<file path="config.mk">
export PLATFORM = sky130hd
export DESIGN_NAME = vgm_ram
export DESIGN_NICKNAME = d
export VERILOG_FILES = /design/src/sv/vgm_ram.sv
export SDC_FILE = /design/constraint.sdc
export NUM_CORES = 2
export LEC_CHECK = 0
export BUFFER_PORTS_ARGS = -buffer_cell sky130_fd_sc_hd__buf_2
export CAP_MARGIN = 20
export CORE_UTILIZATION = 30
export DETAILED_ROUTE_END_ITERATION = 6
export PLACE_DENSITY_LB_ADDON = 0.05
export SETUP_SLACK_MARGIN = 0.4
export SYNTH_ARGS = -nofsm -noshare
export SYNTH_HDL_FRONTEND = slang
export SYNTH_SLANG_ARGS = --single-unit
export TNS_END_PERCENT = 100
</file>
<file path="constraint.sdc">
create_clock -name clock -period 5.67 [get_ports clock]
set_clock_uncertainty 0.2 [all_clocks]
set_input_delay 1.134 -clock clock [delete_from_list [all_inputs] [get_ports clock]]
set_output_delay 1.134 -clock clock [all_outputs]
set_load 0.005 [all_outputs]
</file>
<file path="src/sv/vgm_ram.sv">
// generic ram with one write port and one read port, registered read
module vgm_ram #(
   parameter int Width = 8,
   parameter int Depth = 256
) (
   input  logic                     clock,
   input  logic                     wr_en,
   input  logic [$clog2(Depth)-1:0] wr_addr,
   input  logic [Width-1:0]         wr_data,
   input  logic [$clog2(Depth)-1:0] rd_addr,
   output logic [Width-1:0]         rd_data
);
   logic [Width-1:0] mem [Depth];
   always_ff @(posedge clock) begin
      if (wr_en) mem[wr_addr] <= wr_data;
      rd_data <= mem[rd_addr];
   end
endmodule

</file>
==> flow_summary.json <==
{
  "syn_area_um2": 79600,
  "dpl_worst_slack_ps": 788,
  "cts.repair.resized": 0,
  "core_area_um2": 263000,
  "cap_violations": 0,
  "drt-total-wl_um": 247000,
  "hold_path_depth": 1,
  "setup_violations": 0,
  "timing.fmax_mhz": 253,
  "h-tree-depth": 4,
  "reg2reg_depth": 7,
  "criticalPathCategory": "input port to flip-flop",
  "critPathMaxFanout": 26,
  "drt_drc_violations_left": 0,
  "clock_power_share_pct": 44.4,
  "cts-root-buf": "clkbuf_16",
  "grt_util_all_layers_pct": 18.5,
  "cp-end-kind": "flip-flop",
  "hpwl_um": 153000,
  "synth_edf_count": 2048,
  "ys_seq_area_share_pct": 77.5,
  "clk_latency_ps": 900,
  "cts_made_buffers": 236,
  "ys_seq_elements": 2056,
  "yosys.area.top_type": "edfxtp_1",
  "power.internal_mw": 25.9,
  "power_frac_comb_pct": 5.0,
  "die_y_um": 517,
  "grt_max_degree": 106,
  "slew_headroom_pct": 23.5,
  "grt_pass1_wl_um": 343000,
  "post_cts_buffers": 0,
  "cp-start-kind": "input port",
  "start_util_pct": 30.3,
  "numClockSinks": 2056,
  "num_rows": 188,
  "total_power_mw": 33.2,
  "synth_top_cell_area_share_pct": 77.3,
  "powerDensity_nw_per_um2": 358,
  "dieArea_um2": 267000,
  "clkTransAtPathRegs_ps": 60,
  "drv_slew": 0,
  "final_nets": 4083,
  "numPortBuffers": 33,
  "hold_violations": 0,
  "ys_top_cells_by_count": "edfxtp_1, mux4_2, nor2_1, mux2i_1, a22oi_1",
  "grt_pass1_vias": 40300,
  "critical_path.most_common_cell": "buf_4",
  "slowest_stage": "a211oi_1",
  "first_iter_violations": 3140,
  "synth_area_leaders": "edfxtp_1, mux4_2, mux2i_1",
  "fin_ws_ps": 1720,
  "whs_ps": 554,
  "netlist_instances": 3733,
  "cts_tree": "built",
  "leakage_nw": 28.7,
  "yosysMostFrequentCell": "edfxtp_1",
  "wire_per_inst_um": 31.9,
  "gp_congestion": 0.756,
  "setup-tns-final_ps": 0,
  "cp_num_buf_inv": 4,
  "p_sw_mw": 7.29,
  "hold_path_class": "input port to flip-flop",
  "sw_frac_of_total_pct": 22.0,
  "overflow": 0,
  "outcome": "completed",
  "crit_path_max_incr_delay_ps": 680,
  "cp.depth": 10,
  "post-route-period-util_pct": 69.6,
  "cp_cell_sequence": "buf_8, buf_12, buf_4, mux4_2, a22o_1, a221oi_1, o221ai_1, a211oi_1, buf_4, nor4_1",
  "drive_above_1_share_pct": 26.6,
  "yosysWarnings": 0,
  "postLayoutCoreUtil_pct": 35.3,
  "ys_types": 55,
  "vias": 38800,
  "crit_family": "compound AO/OA/AOI/OAI gates",
  "synth-main-ff-cell": "edfxtp_1",
  "fillers": 24700,
  "ant_nets": 0,
  "fin_crit_ps": 3950,
  "synth_fp_nets": 3759,
  "viasPerCell": 5.00,
  "ios": 34,
  "syn_area_per_cell_um2": 21.3,
  "antenna_found_initial": 15,
  "rsz0062_at_grt": "no",
  "area_delta_synth_final_pct": 16.6,
  "clock_path_buffers": 4,
  "dr.pass1.iters": 5,
  "cp_data_arrival_time_ps": 4480,
  "ir_worst_vdd_mv": 0.238,
  "worstPathRequired_ps": 6200,
  "worst_pin_slew_ps": 1150,
  "pwr-share-seq_pct": 50.6,
  "async_flop_share_pct": 0,
  "die_x_um": 517,
  "cts_hold_buf": 0
}
==> worst register-to-register path, cell delays in order (launching register included) <==
cell	delay, ps
edfxtp_1	350
mux4_2	500
a22o_1	300
a221oi_1	520
o32ai_1	190
nor3_1	610
buf_4	250
nor4_1	50
==> sequential cells by signal, summed over array words and instances (netlist names) <==
signal,cells
mem,2048
rd_data,8
==> per-stage QoR <==
stage,area (um2),cells
CTS,92800,7757
finish,92800,7761
global route,92800,7760
global placement,85300,7322
detailed placement,85400,7334
floorplan,79600,3733
==> layout make-up <==
| type | instances | area [um2] | area share, % |
|---|---|---|---|
| Clock buffer | 290 | 6220 | 6.71 |
| Clock inverter | 133 | 1110 | 1.20 |
| Inverter | 2 | 7.51 | 0.00809 |
| Timing Repair Buffer | 319 | 2810 | 3.03 |
| Tap cell | 3515 | 4400 | 4.74 |
| Sequential cell | 2056 | 61700 | 66.4 |
| Antenna cell | 4 | 10.0 | 0.0108 |
| Multi-Input combinational cell | 1442 | 16600 | 17.9 |
==> placed cells by master, fill, tap and decap left out, types with 4 or more instances in the layout <==
master and count:
nand4_1 10, buf_4 254, edfxtp_1 2048, nand3_1 25, nand3_2 9, clkbuf_8 5
clkbuf_1 46, and2_1 4, buf_12 28, nor4_1 20, clkinv_2 46, nand2b_1 8
o221ai_1 46, a22o_1 8, clkinv_1 60, nor3_1 21, o211ai_1 10, buf_8 11
nor2_1 279, bufinv_16 20, o22a_1 5, nor2b_1 28, buf_2 23, a21oi_1 96
dfxtp_1 8, a22oi_1 133, nor4_2 7, a221oi_1 13, inv_6 4, clkbuf_16 239
o22ai_1 28, nand2_1 32, diode_2 4, a211oi_1 16, o21ai_0 10, mux4_2 454
o32ai_1 4, mux2i_1 134, or2_2 4
==> path summary, 6_finish.rpt <==
kind / startpoint / end / slack [ps]
max: rd_addr[0] / rd_data[5] / 1720
min: wr_data[0] / mem[85][0] / 550
max reg2reg: mem[211][3] / rd_data[3] / 2590
min reg2reg: mem[40][3] / rd_data[3] / 880
==> power groups by stage <==
stage / clock network [mW] / registers (mW) / logic (mW)
after global placement: 0 / 17.1 / 1.72
final: 14.7 / 16.8 / 1.68
after global routing: 15.7 / 16.8 / 1.78
after floorplan: 0 / 17.1 / 0.814
after detailed placement: 0 / 17.1 / 1.73
after CTS: 15.2 / 16.8 / 1.73
==> routing by layer <==
layer	up-vias	global-route usage (%)	wire length, um
met5	-	0	0
met4	0	3.66	4360
met3	283	2.41	10200
met2	896	30.9	122000
met1	21200	25.9	111000
li1	16400	-	-
==> logic make-up after synthesis <==
group | count (synthesis) | share of synthesized area (%)
flip-flops | 2056 | 77.5
multiplexers | 591 | 14.6
AND/OR/NAND/NOR | 466 | 2.63
AO/OA/AOI/OAI | 385 | 3.42
buffers and inverters | 235 | 1.83
Power figures use the tool's default switching activity.
